### src/assert_macros.svh
// ---------------------------------------------------------------------------
// Assertion macros
// Concurrent assertion wrappers; empty bodies when SYNTHESIS is defined.
// ---------------------------------------------------------------------------
`ifndef ASSERT_MACROS_SVH
`define ASSERT_MACROS_SVH
`ifndef SYNTHESIS
`define AST_HOLD(lbl, clk, rstn, prop) \
    lbl: assert property (@(posedge clk) disable iff (!rstn) (prop)) \
        else $error("assertion failed: invariant");
`define AST_NEXT(lbl, clk, rstn, ante, cons) \
    lbl: assert property (@(posedge clk) disable iff (!rstn) (ante) |=> (cons)) \
        else $error("assertion failed: sequence");
`else
`define AST_HOLD(lbl, clk, rstn, prop)
`define AST_NEXT(lbl, clk, rstn, ante, cons)
`endif
`endif

### src/ppts_pkg.sv
// ---------------------------------------------------------------------------
// ppts_pkg
// Shared constants, codes and controller/datapath interface types.
// ---------------------------------------------------------------------------
`timescale 1ns / 1ps
package ppts_pkg;

    localparam int MAX_TASKS = 8;
    localparam int IDX_W     = $clog2(MAX_TASKS);
    localparam int CNT_W     = IDX_W + 1;
    localparam int PRIO_W    = 8;
    localparam int ERR_W     = 8;
    localparam int OBJ_W     = 16;
    localparam int CMD_W     = 3;

    localparam logic [CMD_W-1:0] CMD_CREATE   = 3'd0;
    localparam logic [CMD_W-1:0] CMD_SIGNAL   = 3'd1;
    localparam logic [CMD_W-1:0] CMD_SIGERR   = 3'd2;
    localparam logic [CMD_W-1:0] CMD_WAIT     = 3'd3;
    localparam logic [CMD_W-1:0] CMD_WAITOBJ  = 3'd4;
    localparam logic [CMD_W-1:0] CMD_SIGOBJ   = 3'd5;
    localparam logic [CMD_W-1:0] CMD_RETURN   = 3'd6;
    localparam logic [CMD_W-1:0] CMD_START    = 3'd7;

    localparam logic [1:0] ST_WAITING = 2'd0;
    localparam logic [1:0] ST_READY   = 2'd1;
    localparam logic [1:0] ST_ACTIVE  = 2'd2;

    typedef logic [3:0] op_t;
    localparam op_t OP_NONE   = 4'd0;
    localparam op_t OP_LATCH  = 4'd1;
    localparam op_t OP_EXEC   = 4'd2;
    localparam op_t OP_CWRITE = 4'd3;
    localparam op_t OP_SERR   = 4'd4;
    localparam op_t OP_SIG    = 4'd5;
    localparam op_t OP_WAPPLY = 4'd6;
    localparam op_t OP_OSCAN  = 4'd7;
    localparam op_t OP_HSCAN  = 4'd8;
    localparam op_t OP_DECIDE = 4'd9;

    typedef struct packed {
        op_t  op;
        logic scan;
    } ctl_t;

    typedef struct packed {
        logic [CMD_W-1:0] cmd;
        logic             free_found;
        logic             top_nz;
        logic             serr_ok;
        logic             scan_last;
    } sts_t;

endpackage

### src/ppts_dp.sv
// ---------------------------------------------------------------------------
// ppts_dp
// Task table, ready ordering, run stack and the shared slot scan.
// ---------------------------------------------------------------------------
`timescale 1ns / 1ps
module ppts_dp (
    input  logic                        clk,
    input  logic                        rst_n,
    input  ppts_pkg::ctl_t              ctl,
    output ppts_pkg::sts_t              sts,
    input  logic [ppts_pkg::CMD_W-1:0]  command,
    input  logic [2:0]                  task_id,
    input  logic [7:0]                  priority_req,
    input  logic [7:0]                  error_code,
    input  logic [15:0]                 object_id,
    output logic                        dispatched,
    output logic [2:0]                  dispatch_task,
    output logic [7:0]                  dispatch_error,
    output logic [2:0]                  created_slot,
    output logic                        create_failed,
    output logic [3:0]                  ready_count,
    output logic [3:0]                  running_depth
);
    import ppts_pkg::*;

    logic [CMD_W-1:0]  cmd_reg, cmd_next;
    logic [IDX_W-1:0]  tid_reg, tid_next;
    logic [PRIO_W-1:0] prio_in_reg, prio_in_next;
    logic [ERR_W-1:0]  errc_reg, errc_next;
    logic [OBJ_W-1:0]  obj_in_reg, obj_in_next;

    logic [MAX_TASKS-1:0] used_reg, used_next;
    logic [1:0]        status_reg [MAX_TASKS];
    logic [1:0]        status_next [MAX_TASKS];
    logic [PRIO_W-1:0] prio_reg [MAX_TASKS];
    logic [PRIO_W-1:0] prio_next [MAX_TASKS];
    logic [ERR_W-1:0]  err_reg [MAX_TASKS];
    logic [ERR_W-1:0]  err_next [MAX_TASKS];
    logic [OBJ_W-1:0]  wobj_reg [MAX_TASKS];
    logic [OBJ_W-1:0]  wobj_next [MAX_TASKS];
    logic [MAX_TASKS-1:0] older_reg [MAX_TASKS];
    logic [MAX_TASKS-1:0] older_next [MAX_TASKS];
    logic [IDX_W-1:0]  stk_reg [MAX_TASKS];
    logic [IDX_W-1:0]  stk_next [MAX_TASKS];
    logic [PRIO_W-1:0] stkp_reg [MAX_TASKS];
    logic [PRIO_W-1:0] stkp_next [MAX_TASKS];

    logic [CNT_W-1:0]  top_reg, top_next;
    logic [CNT_W-1:0]  rtot_reg, rtot_next;
    logic              started_reg, started_next;

    logic [IDX_W-1:0]  tgt_reg, tgt_next;
    logic [IDX_W-1:0]  scan_reg, scan_next;
    logic              best_vld_reg, best_vld_next;
    logic [PRIO_W-1:0] best_prio_reg, best_prio_next;

    logic              did_reg, did_next;
    logic [IDX_W-1:0]  dslot_reg, dslot_next;
    logic [ERR_W-1:0]  derr_reg, derr_next;
    logic [IDX_W-1:0]  created_reg, created_next;
    logic              failed_reg, failed_next;

    logic [IDX_W-1:0]  sel;
    logic [CNT_W-1:0]  top_m1;
    logic [IDX_W-1:0]  top_idx;
    logic [PRIO_W-1:0] cur_prio;
    logic              full;
    logic              on_stk;
    logic              free_found;
    logic [IDX_W-1:0]  free_idx;
    logic              sel_used;
    logic [1:0]        sel_status;
    logic [PRIO_W-1:0] sel_prio;
    logic              do_queue;
    logic              do_disp;
    logic              cand;
    logic              scan_last;

    always_comb
    begin
        sel       = ctl.scan ? scan_reg : tgt_reg;
        top_m1    = top_reg - CNT_W'(1);
        top_idx   = top_m1[IDX_W-1:0];
        cur_prio  = (top_reg == '0) ? '0 : stkp_reg[top_idx];
        full      = (top_reg == CNT_W'(MAX_TASKS));
        scan_last = (scan_reg == IDX_W'(MAX_TASKS - 1));
        on_stk    = 1'b0;
        for (int i = 0; i < MAX_TASKS; i++)
        begin
            if ((CNT_W'(i) < top_reg) && (stk_reg[i] == sel))
            begin
                on_stk = 1'b1;
            end
        end
        free_found = 1'b0;
        free_idx   = '0;
        for (int i = MAX_TASKS - 1; i >= 0; i--)
        begin
            if (!used_reg[i])
            begin
                free_found = 1'b1;
                free_idx   = IDX_W'(i);
            end
        end
        sel_used   = used_reg[sel];
        sel_status = status_reg[sel];
        sel_prio   = prio_reg[sel];
        cand = sel_used && (sel_status == ST_READY) &&
               (!best_vld_reg || (sel_prio > best_prio_reg) ||
                ((sel_prio == best_prio_reg) && older_reg[sel][tgt_reg]));

        do_queue = 1'b0;
        do_disp  = 1'b0;
        case (ctl.op)
            OP_SIG:
            begin
                if (sel_used)
                begin
                    if (started_reg && !on_stk && (sel_prio > cur_prio))
                    begin
                        do_disp = 1'b1;
                    end
                    else if (sel_status == ST_WAITING)
                    begin
                        do_queue = 1'b1;
                    end
                end
            end
            OP_OSCAN:
            begin
                do_queue = sel_used && (wobj_reg[sel] == obj_in_reg) &&
                           (sel_status == ST_WAITING);
            end
            OP_DECIDE:
            begin
                do_disp = !did_reg && started_reg && best_vld_reg &&
                          ((top_reg == '0) || (best_prio_reg > cur_prio));
            end
            default:
            begin
                do_queue = 1'b0;
                do_disp  = 1'b0;
            end
        endcase
        do_disp = do_disp && !full;
    end

    always_comb
    begin
        cmd_next       = cmd_reg;
        tid_next       = tid_reg;
        prio_in_next   = prio_in_reg;
        errc_next      = errc_reg;
        obj_in_next    = obj_in_reg;
        used_next      = used_reg;
        status_next    = status_reg;
        prio_next      = prio_reg;
        err_next       = err_reg;
        wobj_next      = wobj_reg;
        older_next     = older_reg;
        stk_next       = stk_reg;
        stkp_next      = stkp_reg;
        top_next       = top_reg;
        rtot_next      = rtot_reg;
        started_next   = started_reg;
        tgt_next       = tgt_reg;
        did_next       = did_reg;
        dslot_next     = dslot_reg;
        derr_next      = derr_reg;
        created_next   = created_reg;
        failed_next    = failed_reg;
        scan_next      = (ctl.scan && !scan_last) ? scan_reg + IDX_W'(1) : '0;
        best_vld_next  = (ctl.op == OP_HSCAN) ? best_vld_reg : 1'b0;
        best_prio_next = best_prio_reg;

        case (ctl.op)
            OP_LATCH:
            begin
                cmd_next     = command;
                tid_next     = task_id;
                prio_in_next = priority_req;
                errc_next    = error_code;
                obj_in_next  = object_id;
                did_next     = 1'b0;
                dslot_next   = '0;
                derr_next    = '0;
                created_next = '0;
                failed_next  = 1'b0;
            end
            OP_EXEC:
            begin
                case (cmd_reg)
                    CMD_CREATE:
                    begin
                        tgt_next     = free_idx;
                        created_next = free_found ? free_idx : '0;
                        failed_next  = !free_found;
                    end
                    CMD_SIGNAL, CMD_SIGERR:
                    begin
                        tgt_next = tid_reg;
                    end
                    CMD_WAIT, CMD_WAITOBJ:
                    begin
                        tgt_next = stk_reg[top_idx];
                    end
                    CMD_RETURN:
                    begin
                        if (top_reg != '0)
                        begin
                            top_next = top_m1;
                        end
                    end
                    CMD_START:
                    begin
                        started_next = 1'b1;
                    end
                    default:
                    begin
                        tgt_next = tgt_reg;
                    end
                endcase
            end
            OP_CWRITE:
            begin
                used_next[sel]   = 1'b1;
                status_next[sel] = ST_WAITING;
                prio_next[sel]   = prio_in_reg;
                err_next[sel]    = '0;
                wobj_next[sel]   = '0;
            end
            OP_SERR:
            begin
                if (sel_used && (sel_status == ST_WAITING))
                begin
                    err_next[sel] = errc_reg;
                end
            end
            OP_WAPPLY:
            begin
                if (sel_status == ST_READY)
                begin
                    rtot_next = rtot_reg - CNT_W'(1);
                end
                err_next[sel]    = '0;
                status_next[sel] = ST_WAITING;
                wobj_next[sel]   = (cmd_reg == CMD_WAITOBJ) ? obj_in_reg : '0;
            end
            OP_HSCAN:
            begin
                if (cand)
                begin
                    best_vld_next  = 1'b1;
                    best_prio_next = sel_prio;
                    tgt_next       = sel;
                end
            end
            default:
            begin
                tgt_next = tgt_reg;
            end
        endcase

        if (do_queue)
        begin
            status_next[sel] = ST_READY;
            rtot_next        = rtot_reg + CNT_W'(1);
            for (int j = 0; j < MAX_TASKS; j++)
            begin
                older_next[j][sel] = 1'b1;
            end
            older_next[sel] = '0;
        end

        if (do_disp)
        begin
            if (sel_status == ST_READY)
            begin
                rtot_next = rtot_reg - CNT_W'(1);
            end
            status_next[sel]                = ST_ACTIVE;
            wobj_next[sel]                  = '0;
            stk_next[top_reg[IDX_W-1:0]]    = sel;
            stkp_next[top_reg[IDX_W-1:0]]   = sel_prio;
            top_next                        = top_reg + CNT_W'(1);
            did_next                        = 1'b1;
            dslot_next                      = sel;
            derr_next                       = err_reg[sel];
        end
    end

    always_ff @(posedge clk or negedge rst_n)
    begin
        if (!rst_n)
        begin
            used_reg     <= '0;
            top_reg      <= '0;
            rtot_reg     <= '0;
            started_reg  <= 1'b0;
            scan_reg     <= '0;
            best_vld_reg <= 1'b0;
        end
        else
        begin
            used_reg     <= used_next;
            top_reg      <= top_next;
            rtot_reg     <= rtot_next;
            started_reg  <= started_next;
            scan_reg     <= scan_next;
            best_vld_reg <= best_vld_next;
        end
    end

    always_ff @(posedge clk)
    begin
        cmd_reg       <= cmd_next;
        tid_reg       <= tid_next;
        prio_in_reg   <= prio_in_next;
        errc_reg      <= errc_next;
        obj_in_reg    <= obj_in_next;
        status_reg    <= status_next;
        prio_reg      <= prio_next;
        err_reg       <= err_next;
        wobj_reg      <= wobj_next;
        older_reg     <= older_next;
        stk_reg       <= stk_next;
        stkp_reg      <= stkp_next;
        tgt_reg       <= tgt_next;
        best_prio_reg <= best_prio_next;
        did_reg       <= did_next;
        dslot_reg     <= dslot_next;
        derr_reg      <= derr_next;
        created_reg   <= created_next;
        failed_reg    <= failed_next;
    end

    always_comb
    begin
        sts.cmd        = cmd_reg;
        sts.free_found = free_found;
        sts.top_nz     = (top_reg != '0);
        sts.serr_ok    = sel_used && (sel_status == ST_WAITING);
        sts.scan_last  = scan_last;
    end

    assign dispatched     = did_reg;
    assign dispatch_task  = dslot_reg;
    assign dispatch_error = derr_reg;
    assign created_slot   = created_reg;
    assign create_failed  = failed_reg;
    assign ready_count    = rtot_reg;
    assign running_depth  = top_reg;

endmodule

### src/ppts_ctrl.sv
// ---------------------------------------------------------------------------
// ppts_ctrl
// Command sequencer: steps the datapath through each command.
// ---------------------------------------------------------------------------
`timescale 1ns / 1ps
module ppts_ctrl (
    input  logic           clk,
    input  logic           rst_n,
    input  logic           start,
    input  ppts_pkg::sts_t sts,
    output ppts_pkg::ctl_t ctl,
    output logic           busy,
    output logic           done
);
    import ppts_pkg::*;

    localparam logic [3:0] S_IDLE   = 4'd0;
    localparam logic [3:0] S_EXEC   = 4'd1;
    localparam logic [3:0] S_CWRITE = 4'd2;
    localparam logic [3:0] S_SERR   = 4'd3;
    localparam logic [3:0] S_SIG    = 4'd4;
    localparam logic [3:0] S_WAPPLY = 4'd5;
    localparam logic [3:0] S_OSCAN  = 4'd6;
    localparam logic [3:0] S_HSCAN  = 4'd7;
    localparam logic [3:0] S_DECIDE = 4'd8;
    localparam logic [3:0] S_DONE   = 4'd9;

    logic [3:0] state_reg, state_next;

    always_comb
    begin
        state_next = state_reg;
        ctl.op     = OP_NONE;
        ctl.scan   = 1'b0;
        case (state_reg)
            S_IDLE:
            begin
                if (start)
                begin
                    ctl.op     = OP_LATCH;
                    state_next = S_EXEC;
                end
            end
            S_EXEC:
            begin
                ctl.op = OP_EXEC;
                case (sts.cmd)
                    CMD_CREATE:  state_next = sts.free_found ? S_CWRITE : S_HSCAN;
                    CMD_SIGNAL:  state_next = S_SIG;
                    CMD_SIGERR:  state_next = S_SERR;
                    CMD_WAIT,
                    CMD_WAITOBJ: state_next = sts.top_nz ? S_WAPPLY : S_HSCAN;
                    CMD_SIGOBJ:  state_next = S_OSCAN;
                    default:     state_next = S_HSCAN;
                endcase
            end
            S_CWRITE:
            begin
                ctl.op     = OP_CWRITE;
                state_next = S_SIG;
            end
            S_SERR:
            begin
                ctl.op     = OP_SERR;
                state_next = sts.serr_ok ? S_SIG : S_HSCAN;
            end
            S_SIG:
            begin
                ctl.op     = OP_SIG;
                state_next = S_HSCAN;
            end
            S_WAPPLY:
            begin
                ctl.op     = OP_WAPPLY;
                state_next = S_HSCAN;
            end
            S_OSCAN:
            begin
                ctl.op   = OP_OSCAN;
                ctl.scan = 1'b1;
                if (sts.scan_last)
                begin
                    state_next = S_HSCAN;
                end
            end
            S_HSCAN:
            begin
                ctl.op   = OP_HSCAN;
                ctl.scan = 1'b1;
                if (sts.scan_last)
                begin
                    state_next = S_DECIDE;
                end
            end
            S_DECIDE:
            begin
                ctl.op     = OP_DECIDE;
                state_next = S_DONE;
            end
            S_DONE:
            begin
                state_next = S_IDLE;
            end
            default:
            begin
                state_next = S_IDLE;
            end
        endcase
    end

    always_ff @(posedge clk or negedge rst_n)
    begin
        if (!rst_n)
        begin
            state_reg <= S_IDLE;
        end
        else
        begin
            state_reg <= state_next;
        end
    end

    assign busy = (state_reg != S_IDLE);
    assign done = (state_reg == S_DONE);

endmodule

### src/priority_preemptive_task_scheduler.sv
// ---------------------------------------------------------------------------
// priority_preemptive_task_scheduler
// Run-to-completion task scheduler: task table, priority ready order,
// nested run stack; one dispatch decision per command.
// ---------------------------------------------------------------------------
//  channel   handshake      payload
//  command   start / busy   command, task_id, priority_req, error_code,
//                           object_id
//  result    done strobe    dispatched, dispatch_task, dispatch_error,
//                           created_slot, create_failed, ready_count,
//                           running_depth
//
//  The ready-head scan over all slots runs for every command, and
//  signal_object adds a match scan over all slots ahead of it.
//  busy stays high from accept through the done cycle; start is taken only
//  when busy is low. Results show for one cycle; the receiver cannot stall.
//  Reset clears the slot-used flags, ready count, run depth and started flag.
// ---------------------------------------------------------------------------
`timescale 1ns / 1ps
`include "assert_macros.svh"
module priority_preemptive_task_scheduler (
    input  logic        clk,
    input  logic        rst_n,
    input  logic        start,
    output logic        busy,
    input  logic [2:0]  command,
    input  logic [2:0]  task_id,
    input  logic [7:0]  priority_req,
    input  logic [7:0]  error_code,
    input  logic [15:0] object_id,
    output logic        done,
    output logic        dispatched,
    output logic [2:0]  dispatch_task,
    output logic [7:0]  dispatch_error,
    output logic [2:0]  created_slot,
    output logic        create_failed,
    output logic [3:0]  ready_count,
    output logic [3:0]  running_depth
);
    import ppts_pkg::*;

    ctl_t ctl;
    sts_t sts;

    ppts_ctrl u_ctrl (
        .clk   (clk),
        .rst_n (rst_n),
        .start (start),
        .sts   (sts),
        .ctl   (ctl),
        .busy  (busy),
        .done  (done)
    );

    ppts_dp u_dp (
        .clk            (clk),
        .rst_n          (rst_n),
        .ctl            (ctl),
        .sts            (sts),
        .command        (command),
        .task_id        (task_id),
        .priority_req   (priority_req),
        .error_code     (error_code),
        .object_id      (object_id),
        .dispatched     (dispatched),
        .dispatch_task  (dispatch_task),
        .dispatch_error (dispatch_error),
        .created_slot   (created_slot),
        .create_failed  (create_failed),
        .ready_count    (ready_count),
        .running_depth  (running_depth)
    );

    `AST_HOLD(a_depth_bound, clk, rst_n, running_depth <= 4'(MAX_TASKS))
    `AST_HOLD(a_ready_bound, clk, rst_n, ready_count <= 4'(MAX_TASKS))
    `AST_NEXT(a_accept_busy, clk, rst_n, start && !busy, busy && !done)
    `AST_NEXT(a_done_once, clk, rst_n, done, !done && !busy)

endmodule

### config.mk
export PLATFORM = sky130hd
export DESIGN_NAME = priority_preemptive_task_scheduler
export DESIGN_NICKNAME = d
export VERILOG_FILES = /design/src/ppts_pkg.sv /design/src/ppts_dp.sv /design/src/ppts_ctrl.sv /design/src/priority_preemptive_task_scheduler.sv
export VERILOG_INCLUDE_DIRS = /design/src /design/src/src
export SDC_FILE = /design/constraint.sdc
export NUM_CORES = 1
export LEC_CHECK = 0
export BUFFER_PORTS_ARGS = -buffer_cell sky130_fd_sc_hd__buf_2
export CORE_MARGIN = 2
export CORE_UTILIZATION = 30
export DETAILED_ROUTE_END_ITERATION = 10
export SLEW_MARGIN = 20
export SYNTH_ARGS = -nofsm -noshare
export SYNTH_HDL_FRONTEND = slang
export SYNTH_SLANG_ARGS = --single-unit
### constraint.sdc
create_clock -name clk -period 8.4 [get_ports clk]
set_input_delay 0.84 -clock clk [delete_from_list [all_inputs] [get_ports clk]]
set_output_delay 0.84 -clock clk [all_outputs]
set_load 0.01 [all_outputs]
### Yosys cells after proc, flatten, opt, wreduce, memory -nomap -nowiden

Index checks and enable logic that the tools add are counted.

* register bits: 514
* input port bits: 41
* output and inout port bits: 26
* word-level logic and storage cells: 347

* $add $sub $neg: 5
* $lt $le $gt $ge: 19
* equality and inequality tests: 45
* multiplexer cells: 119
* bitwise logic cells: 26
* reductions and logical operators: 58

Operator list (number)
* $and 128x128->128: 2
* $pmux 128 s2: 1
* $bwmux 64: 3
* $and 64x64->64: 2
* $bwmux 128: 1
* $mux 128: 1
* $not 128->128: 1
* $pmux 64 s2: 1
* $mux 16: 7
* $mux 8: 13
* $bmux 8 s3: 4
* $or 8x8->8: 11
* $mux 64: 1
* $not 64->64: 1
* $mux 3: 19
* $bmux 16 s3: 1
* $demux 16 s3: 1
* $demux 8 s3: 2
* $mux 4: 12
* $pmux 4 s9: 1
* $eq 4x3->1 const B: 8
* $pmux 4 s8: 1
* $mux 1: 30
* $bwmux 24: 1
* other kinds (51): 147

### Logic depth before layout (Yosys ltp)

Gate-level depths: netlist (run 1).

* depth after elaboration: 23
* gate-level depth with buffers: 22
* gate-level depth less buffers: 17

### Modules after synthesis

From an unflattened synthesis (run 1), not the netlist that was laid out.

* cells, all modules: 1866
* area total of the unflattened synthesis: 22937.0 um^2

By module, submodules not included
* ppts_dp: instances 1, cells an instance 1816, area an instance 22541.6 um^2, sequential area each 13778.2 um^2
* ppts_ctrl: instances 1, cells an instance 50, area an instance 395.4 um^2, sequential area each 100.1 um^2

### Least setup slack after synthesis (run 1)

Ideal clock, no wire load.

* path type: reg-to-reg
* start: register u_dp.top_reg[0], in the netlist u_dp.running_depth[0]
* end: register u_dp.older_reg[0] (netlist bit) (enable)
* library setup time: 0.410 ns
* arrival time: 5.936 ns
* data required time: 7.990 ns
* setup slack: 2.054 ns
* cell stages (with the launch flop): 20
* buffers on the path: 6
* clock period less this slack: 6.346 ns
* path through: dfrtp_1 -> clkbuf_1 -> clkbuf_1 -> inv_1 -> ha_1 -> clkbuf_1 -> clkbuf_1 -> buf_1 -> mux4_2 -> a221oi_1 -> a31o_2 -> ha_1 -> a21o_1 -> a21oi_1 -> nor2b_1 -> o311a_1 -> a31oi_1 -> nor2_2 -> buf_2 -> inv_1

* elaborated cells between the ends (all ways): 38
* those cells by class: add/sub: 1; order compare: 9; mux: 15; bitwise: 1; reduce/logical: 12

RTL lines
* start: declaration: line ppts_dp.sv:48 `logic [CNT_W-1:0] top_reg, top_next;`
* start signal: assignment: line ppts_dp.sv:306 `top_reg <= top_next;`
* $sub 4x1->4: line ppts_dp.sv:82 `top_m1 = top_reg - CNT_W'(1);`
* named net u_dp.top_m1[0]: line ppts_dp.sv:64 `logic [CNT_W-1:0] top_m1;`
* $not 3->4 (not written as such): line ppts_dp.sv:84 `cur_prio = (top_reg == '0) ? '0 : stkp_reg[top_idx];`
* $bmux 8 s3: line ppts_dp.sv:84
* $mux 8 (not written as such) (2 in a row): line ppts_dp.sv:84
* $mux 8: line ppts_dp.sv:84
* $gt 8x8->1: line ppts_dp.sv:119 `if (started_reg && !on_stk && (sel_prio > cur_prio))`
* $logic_and 1x1->1: line ppts_dp.sv:119
* $mux 1: line ppts_dp.sv:119
* $mux 1: line ppts_dp.sv:117 `if (sel_used)`
* $pmux 1 s2: line ppts_dp.sv:114 `case (ctl.op)`
* end signal: assignment: line ppts_dp.sv:325 `older_reg <= older_next;`
* end: declaration: line ppts_dp.sv:41 `logic [MAX_TASKS-1:0] older_reg [MAX_TASKS];`

The timed path passes the listed nets, and every way through them passes these cells. The select of a mux whose other input is x is not followed.
A chain may end at the register's enable or synchronous reset.

### Worst setup path after layout (run 1)

* start: register u_ctrl.state_reg[2]
* end: register u_dp.older_reg[7] (netlist bit) (enable)

* elaborated cells between the ends (all ways): 63
* those cells by class: order compare: 1; eq/ne: 19; mux: 26; bitwise: 1; reduce/logical: 16

RTL lines
* start: declaration: line ppts_ctrl.sv:28 `logic [3:0] state_reg, state_next;`
* start signal: assignment: line ppts_ctrl.sv:119 `state_reg <= state_next;`
* $eq 4x3->1: line ppts_ctrl.sv:35 `case (state_reg)`
* $reduce_or 2->1 (no line) *
* $mux 1 *: line ppts_ctrl.sv:35
* $mux 3 *: line ppts_dp.sv:81 `sel = ctl.scan ? scan_reg : tgt_reg;`
* $not 3->4 (not written as such) *: line ppts_dp.sv:107 `sel_prio = prio_reg[sel];`
* $bmux 8 s3 *: line ppts_dp.sv:107
* $mux 8 (not written as such) * (2 in a row): line ppts_dp.sv:107
* named net u_dp.sel_prio[1]: line ppts_dp.sv:73 `logic [PRIO_W-1:0] sel_prio;`
* $gt 8x8->1 *: line ppts_dp.sv:119
* $logic_and 1x1->1 *: line ppts_dp.sv:119
* $mux 1 *: line ppts_dp.sv:119
* $mux 1 *: line ppts_dp.sv:117
* $pmux 1 s2 *: line ppts_dp.sv:114

The timed path passes the listed nets; every way through them passes the cells marked *. The select of a mux whose other input is x is not followed.

==> flow_metrics.tcl, run 1 <==
set metrics [dict create \
    report.final.slew_viol_count 0 \
    power_density_nw_per_um2 357 \
    synth_commonest_cells "344 x edfxtp_1, 235 x nand2_1, 193 x nor2_1" \
    ant_nets 0 \
    layout-drive-gt1-share 0.137 \
    syn_inst 2034 \
    grt_antenna_before_repair 1 \
    clk_pin_slew_worst_paths_ps 70 \
    antenna_cells 0 \
    min_period_over_period 0.717 \
    area_delta_synth_final_pct 14.6 \
    grt_usage 0.169 \
    critPathKind "reg2reg" \
    numPortBuffers 66 \
    path_max_fanout 38 \
    first_pass_iters 6 \
    status "complete, no violations" \
    synth_top_area_frac 0.446 \
    nNetsFinal 2135 \
    synth-seq-cells 514 \
    synth.area.top_cells "edfxtp_1 45%, dfxtp_1 13%, nand2_1 3.8%" \
    synth_edf_count 344 \
    grt_max_degree 48 \
    cts_setup_buffers 0 \
    clock_path_buffers 3 \
    max_cap_violations 0 \
    fillers 7405 \
    finalPower_mw 9.49 \
    grt_pass1_vias 16771 \
    wirelength_um 68200 \
    vias 17130 \
    crit_required_ps 8660 \
    ir_drop_v 0.000187 \
    drc 0 \
    htreeDepth 2 \
    grt-ovfl-total 0 \
    setup_slack_ps 2380 \
    crit_path_end_kind "register" \
    insertion_delay_ps 660 \
    grt_setup_unrepaired "no" \
    drt_iter0_drc 2143 \
    synth.avg_cell_area_um2 11.4 \
    worstMarginPinSlew_ps 1070 \
    dieWidth_um 282 \
    hp-class "in2async" \
    yosysWarnings 0 \
    grt_pass1_wl_um 104000 \
    power_leakage_nw 9.21 \
    netlist_area_um2 23200 \
    ios 67 \
    finalSetupViolations 0 \
    finClkSkew_ps 93.7 \
    cp.arrival_ps 6290 \
    hold_buffers 0 \
    yosys.area.top_type "edfxtp_1" \
    wl_per_cell_um 21.7 \
    cts_resized 0 \
    cp-start-kind "register" \
    stdcell_area_um2 26600 \
    ys_seq_area_frac 0.598 \
    clkSinkCount 514 \
    tns_ps 0 \
    largest_reg_flops 128 \
    core_area_um2 76200 \
    slew-limit-headroom 0.283 \
    dieArea_um2 79500 \
    syn-num-nets 2106 \
    place_area_um2 24600 \
    clockRootBuffer "clkbuf_16" \
    start_util 0.304 \
    routed_via_density 5.46 \
    place_ws_ps 2480 \
    gp_congestion 0.876 \
    synth.distinct_cells 81 \
    cts_tree "built" \
    yosysMostFrequentCell "edfxtp_1" \
    ys_async_sr_fraction 0.0486 \
    die-height_um 282 \
    cts-buffers-inserted 54 \
    rows 101 \
    hold_violations 0 \
    fin_crit_ps 6020 \
    dp_hpwl_um 43100 \
    max_freq_mhz 166 \
    synth_ff_type "edfxtp_1" \
]
-- kinds of logic after synthesis --
kind of cell	Yosys count	share of synthesized area
AO/OA/AOI/OAI	532	0.152
XOR/XNOR	37	0.0140
adder cells (fa/ha/maj)	31	0.0167
buffers and inverters	185	0.0326
flip-flops	514	0.598
multiplexers	92	0.0536
AND/OR/NAND/NOR	643	0.133
-- area by class of cell --
| cell class | count | area, µm² | area share |
|---|---|---|---|
| timing repair buffer | 114 | 691 | 0.0260 |
| multi-input combinational | 1335 | 8650 | 0.326 |
| clock buffer | 61 | 1400 | 0.0527 |
| sequential | 514 | 13900 | 0.522 |
| inverter | 44 | 165 | 0.00622 |
| clock inverter | 39 | 512 | 0.0193 |
| tap | 1030 | 1290 | 0.0485 |
-- final timing paths --
kind                                                 start                           endpoint  slack, ps  depth (start not counted)
hold / removal                                       rst_n  u_dp.running_depth[0]$_DFFE_PN0P_        220                          1
hold reg to reg                 u_dp.status_reg[4]$_DFF_P_         u_dp.status_reg[4]$_DFF_P_        450                          2
setup / recovery           u_ctrl.state_reg[2]$_DFFE_PN0P_        u_dp.older_reg[7]$_DFFE_PN_       2380                         16
min in group clk                                command[0]          u_dp.cmd_reg[0]$_DFFE_PP_        350                          1
max in group asynchronous                            rst_n      u_dp.ready_count[0]$_DFF_PN0_       7680                          1
setup reg to reg           u_ctrl.state_reg[2]$_DFFE_PN0P_        u_dp.older_reg[7]$_DFFE_PN_       2380                         16
-- worst max-delay path, stage by stage (launching register included) --
cell      delay (ps)
dfrtp_1          670
nand3b_4         410
buf_4            440
mux2_4           340
o22ai_1          110
nor4_2           300
buf_4            220
ha_1             250
nor2b_1          140
o21a_1           150
o21ai_0          210
a21oi_1          110
o311a_1          380
a31oi_1          470
nor2_2           280
inv_2            700
buf_4            400
-- per-stage QoR --
step,std cells,hold slack (ps),utilization
2_1_floorplan,2034,424,-
4_1_cts,3137,210,0.348
5_1_grt,3137,251,0.349
3_5_place_dp,3037,442,0.323
3_3_place_gp,3037,435,0.323
6_report,3137,223,0.349
-- layer usage --
metal,share of wire,GRT usage,vias to the layer above
met2,0.46,0.273,789
met1,0.43,0.229,8460
met3,0.076,0.0275,145
met5,0.00019,0,-
met4,0.034,0.0634,2
li1,-,-,7734
-- layout by cell type (no fill, tap or decap), types with 39 or more instances in the layout --
master / count
dfxtp_1: 145
edfxtp_1: 344
o22ai_1: 98
a22o_1: 74
mux2i_1: 48
a21oi_1: 68
o21ai_0: 127
inv_1: 39
buf_4: 48
nand2_1: 235
buf_2: 66
clkbuf_16: 55
nor2_1: 193
-- power by group --
group,internal (mW),switching (mW)
Combinational,1.25,2.26
Sequential,3.21,0.225
Clock,1.47,1.07
No activity file was read; power rests on OpenSTA's default activity.
==> inputs of run 2 (changes only) <==
Clock period 8.4 ns to 5.5 ns, I/O delays scaled along.
==> run 2 against run 1 <==
  * Register-to-register slack worse by 2000 ps
  * Via count up 0.35%
  * Worst hold slack worse by 130 ps
  * Clock skew decreased by 49 ps
  * Combinational power grew 58%
  * Largest cell class unchanged
  * Critical path type unchanged
  * Die area unchanged
  * Flip-flop and latch count unchanged
  * Power rose by 54%
  * Global-route usage is 0.13 points lower
==> flow_metrics.tcl, run 2 (same netlist as run 1, synthesis figures left out) <==
set metrics [dict create \
    combPwrFrac 0.380 \
    layout-drive-gt1-share 0.141 \
    clkPwrFrac 0.263 \
    nNetsFinal 2157 \
    report.final.slew_viol_count 0 \
    finalSetupViolations 0 \
    p_int_mw 9.14 \
    max_freq_mhz 194 \
    clock_path_buffers 3 \
    grt_max_degree 57 \
    drt_iter0_drc 1771 \
    largest_reg_flops 128 \
    max_cap_violations 0 \
    clk_pin_slew_worst_paths_ps 60 \
    core_area_um2 76200 \
    ios 67 \
    cts-buffers-inserted 55 \
    numPortBuffers 66 \
    vias 17190 \
    multi_input_area_um2 8650 \
    dieArea_um2 79500 \
    grt-ovfl-total 0 \
    die-height_um 282 \
    wirelength_um 67800 \
    cp.arrival_ps 5660 \
    wl_per_cell_um 21.5 \
    routed_via_density 5.44 \
    grt_antenna_before_repair 0 \
    fin_crit_ps 5160 \
    hp-class "in2reg" \
    grt_use_met3 0.0279 \
    setup_slack_ps 342 \
    netSwitchingPower_mw 5.46 \
    clockRootBuffer "clkbuf_16" \
    grt_use_met1 0.224 \
    hold_violations 0 \
    antenna_cells 0 \
    finClkSkew_ps 45.1 \
    crit_path_end_kind "register" \
    htreeDepth 2 \
    fin_util 0.350 \
    sequentialPowerShare 0.357 \
    power_density_nw_per_um2 547 \
    grtUsageMet2 0.278 \
    cp-start-kind "register" \
    path_max_fanout 29 \
    place_ws_ps 392 \
    crit_required_ps 6010 \
    dp_hpwl_um 43000 \
    drc 0 \
    area_delta_synth_final_pct 15.3 \
    insertion_delay_ps 630 \
    rows 101 \
    p_sw_frac 0.374 \
    clkSinkCount 514 \
    dieWidth_um 282 \
    worstMarginPinSlew_ps 1070 \
    final_cell_mix "344 x edfxtp_1, 235 x nand2_1, 193 x nor2_1, 145 x dfxtp_1, 127 x o21ai_0" \
    first_pass_iters 5 \
    critPathKind "reg2reg" \
    final_common_cell "edfxtp_1" \
    status "complete, no violations" \
    fillers 7400 \
    min_period_over_period 0.938 \
    ir_drop_v 0.000263 \
    tns_ps 0 \
    cts_resized 0 \
    seq_area_um2 13900 \
    start_util 0.304 \
    power_leakage_nw 9.29 \
    ant_nets 0 \
    cts_tree "built" \
    grt_usage 0.168 \
    gp_congestion 0.862 \
    grt_setup_unrepaired "no" \
    grt.busiest_layer "met2" \
    grt_pass1_vias 17021 \
    grt_pass1_wl_um 103000 \
    slew-limit-headroom 0.286 \
]
run 2: final timing paths:
kind	end	startpoint	depth (start not counted)	slack [ps]
worst max-delay path	u_dp.wobj_reg[54]$_DFF_P_	u_dp.tgt_reg[1]$_DFFE_PP_	18	340
worst min-delay path	u_dp.obj_in_reg[15]$_DFFE_PP_	object_id[15]	1	90
worst max register to register	u_dp.wobj_reg[54]$_DFF_P_	u_dp.tgt_reg[1]$_DFFE_PP_	18	340
worst min register to register	u_dp.status_reg[4]$_DFF_P_	u_dp.status_reg[4]$_DFF_P_	2	460
max in group asynchronous	u_dp.scan_reg[1]$_DFF_PN0_	rst_n	2	4520
min in group asynchronous	u_dp.running_depth[1]$_DFFE_PN0P_	rst_n	2	510
run 2: power by group through the flow:
stage	Clock, mW	Sequential (mW)	Combinational [mW]
after floorplan	0	5.18	3.72
after global placement	0	5.26	5.36
after detailed placement	0	5.28	5.48
after CTS	3.91	5.20	5.49
after global routing	4.06	5.25	6.04
final	3.83	5.21	5.55
run 2: through the flow:
step,power [mW],cell area [µm²],instances,hold slack [ps]
final,14.6,26700,3158,92.9
after global routing,15.3,26700,3158,72.8
after CTS,14.6,26700,3155,61.6
after detailed placement,10.8,24800,3054,443
after global placement,10.6,24800,3054,434
after floorplan,8.90,23200,2034,254
run 2: what timing repair did:
| action | CTS | global route |
|---|---|---|
| setup buffers | 0 | 3 |
| hold buffers | 1 | 0 |
| endpoints found under the hold margin | 25 | 0 |
| endpoints found under the setup margin | 0 | 35 |
run 2: worst max-delay path: stages (launching register included):
cell	delay [ps]
edfxtp_1	540
buf_4	400
nand3b_1	180
mux2_2	340
o22ai_1	170
nor4_2	260
buf_4	220
ha_1	250
nor2b_1	130
o21a_1	150
o21ai_0	180
a21oi_1	120
o311a_1	390
a41oi_4	370
buf_4	360
nand2_2	180
nand2_2	550
nand2_1	100
o21ai_0	100
run 2: per-layer routing:
metal | vias up | part of all wire
met4 | 0 | 0.028
met3 | 112 | 0.073
met5 | - | 0
met1 | 8566 | 0.42
li1 | 7760 | -
met2 | 752 | 0.47
run 2: final cells by class:
| class | instances | area share |
|---|---|---|
| flip-flops and latches | 514 | 0.519 |
| multi-input cells | 1335 | 0.324 |
| repair buffers | 135 | 0.0333 |
| clock buffers | 71 | 0.0559 |
| well taps | 1030 | 0.0483 |
| inverters | 44 | 0.00637 |
| clock inverters | 29 | 0.0135 |
==> inputs of run 3 (changes only) <==
Settings changed: BUFFER_PORTS_ARGS -buffer_cell sky130_fd_sc_hd__buf_2 to default, DONT_BUFFER_PORTS from default to 1.
==> run 3 against run 2 <==
  * Register-to-register slack worse by 20 ps
  * Via count is 0.48% higher
  * Setup slack got worse by 19 ps
  * Die area is the same
  * Final cell count decreased by 0.98%
  * Clock power increased by 4%
  * Wire length grew 1.8%
==> flow_metrics.tcl, run 3 (same netlist as run 1, synthesis figures left out) <==
set metrics [dict create \
    status "complete, no violations" \
    max_freq_mhz 193 \
    gp_congestion 0.861 \
    dieArea_um2 79500 \
    nNetsFinal 2121 \
    fillers 7482 \
    worstMarginPinSlew_ps 1030 \
    die-height_um 282 \
    antenna_cells 0 \
    grt_pass1_vias 17273 \
    hold_start "object_id[12]" \
    cts_setup_buffers 0 \
    p_sw_frac 0.374 \
    drc 0 \
    area_delta_synth_final_pct 15.4 \
    critPathKind "reg2reg" \
    max_cap_violations 0 \
    grt_max_degree 57 \
    grt_antenna_before_repair 0 \
    dp_hpwl_um 43500 \
    routed_via_density 5.52 \
    ant_nets 0 \
    vias 17272 \
    stdcell_area_um2 26700 \
    finClkSkew_ps 62.5 \
    first_pass_iters 6 \
    core_area_um2 76200 \
    drt_iter0_drc 1736 \
    power_density_nw_per_um2 554 \
    fin_crit_ps 5180 \
    dieWidth_um 282 \
    min_path_cells 0 \
    netSwitchingPower_mw 5.54 \
    rows 101 \
    hp-class "in2reg" \
    largest_reg_flops 128 \
    start_util 0.304 \
    numPortBuffers 0 \
    place_area_um2 24500 \
    clkPwrFrac 0.268 \
    p_int_mw 9.29 \
    ios 67 \
    ir_drop_v 0.000299 \
    grt_setup_unrepaired "no" \
    final_common_cell "edfxtp_1" \
    clk_pin_slew_worst_paths_ps 60 \
    hold_buffers 29 \
    power_leakage_nw 9.18 \
    clkSinkCount 514 \
    crit_path_end_kind "register" \
    sequentialPowerShare 0.354 \
    tns_ps 0 \
    grt_pass1_wl_um 105000 \
    wl_per_cell_um 22.1 \
    timing.rr.start "u_ctrl.state_reg[3]$_DFFE_PN0P_" \
    cp.arrival_ps 5500 \
    cts_resized 0 \
    r2r_setup_slack_ps 320 \
    wirelength_um 69000 \
    cts_tree "built" \
    final_cell_mix "344 x edfxtp_1, 235 x nand2_1, 192 x nor2_1, 145 x dfxtp_1, 127 x o21ai_0" \
    cp-start-kind "register" \
    r2r_cells 14 \
    insertion_delay_ps 650 \
    dp_cells 2991 \
    holdPathEnd "u_dp.obj_in_reg[12]$_DFFE_PP_" \
    clock_path_buffers 3 \
    finalPower_mw 14.8 \
    report.final.slew_viol_count 0 \
    finalNonFillerCells 3127 \
    min_period_over_period 0.941 \
    grt-ovfl-total 0 \
    slew-limit-headroom 0.311 \
    finalSetupViolations 0 \
    startpoint "u_ctrl.state_reg[3]$_DFFE_PN0P_" \
    hold_violations 0 \
    grt_usage 0.171 \
    combPwrFrac 0.378 \
    clockRootBuffer "clkbuf_16" \
    worstReg2RegEnd "u_dp.older_reg[28]$_DFFE_PN_" \
    cts-buffers-inserted 57 \
    htreeDepth 2 \
    layout-drive-gt1-share 0.112 \
    fin_util 0.351 \
    path_max_fanout 56 \
    crit_required_ps 5830 \
]
run 3: cell types whose count changed in the layout (fill, tap and decap cells not counted), sizes merged:
| cell | before | now |
|---|---|---|
| buf | 134 | 69 |
| bufinv | 7 | 9 |
| clkbuf | 71 | 77 |
| clkinvlp | 3 | 2 |
| dlygate4sd3 | 1 | 28 |
run 3: cell type report:
| cell class | instances | area, µm² | area share |
|---|---|---|---|
| timing repair buffer | 97 | 836 | 0.0312 |
| inverter | 44 | 170 | 0.00636 |
| clock buffer | 77 | 1520 | 0.0569 |
| sequential | 514 | 13900 | 0.518 |
| tap | 1030 | 1290 | 0.0482 |
| multi-input combinational | 1335 | 8660 | 0.324 |
| clock inverter | 30 | 413 | 0.0154 |
run 3: worst max path at each step:
stage	cells past startpoint	endpoint	slack (ps)
after floorplan	17	u_dp.older_reg[0]$_DFFE_PN_	30
after global placement	15	u_dp.running_depth[3]$_DFFE_PN0P_	310
after detailed placement	14	u_dp.older_reg[22]$_DFFE_PN_	340
after CTS	14	u_dp.older_reg[60]$_DFFE_PN_	250
after global routing	14	u_dp.older_reg[12]$_DFFE_PN_	70
final	14	u_dp.older_reg[28]$_DFFE_PN_	320
run 3: worst max-delay path: stages, from the launching register on:
cell and delay [ps]:
dfrtp_1 390, nand3b_4 370, mux2i_4 270, buf_4 400
o22a_1 210, o221ai_1 110, nor3_1 570, ha_1 360
nand4_1 100, o21ai_0 140, nor4_2 390, a31oi_1 330
nor2_2 670, clkinvlp_4 250, buf_12 250
run 3: power groups by stage:
stage / sequential [mW] / combinational, mW / clock, mW
global placement: 5.30 / 5.37 / 0
global route: 5.29 / 6.05 / 4.19
finish: 5.25 / 5.60 / 3.98
CTS: 5.24 / 5.54 / 4.04
floorplan: 5.18 / 3.72 / 0
detailed placement: 5.32 / 5.49 / 0
run 3: through the flow:
step,hold WS [ps],setup WS (ps)
final,48.1,323
after detailed placement,256,342
after floorplan,254,34.8
after global placement,257,308
after CTS,22.1,253
after global routing,28.5,65.7
run 3: layer usage:
layer,global-route usage,vias up,share of wire
met4,0.0694,0,0.032
li1,-,7719,-
met1,0.225,8679,0.42
met2,0.284,740,0.48
met3,0.0252,134,0.074
met5,0,-,0
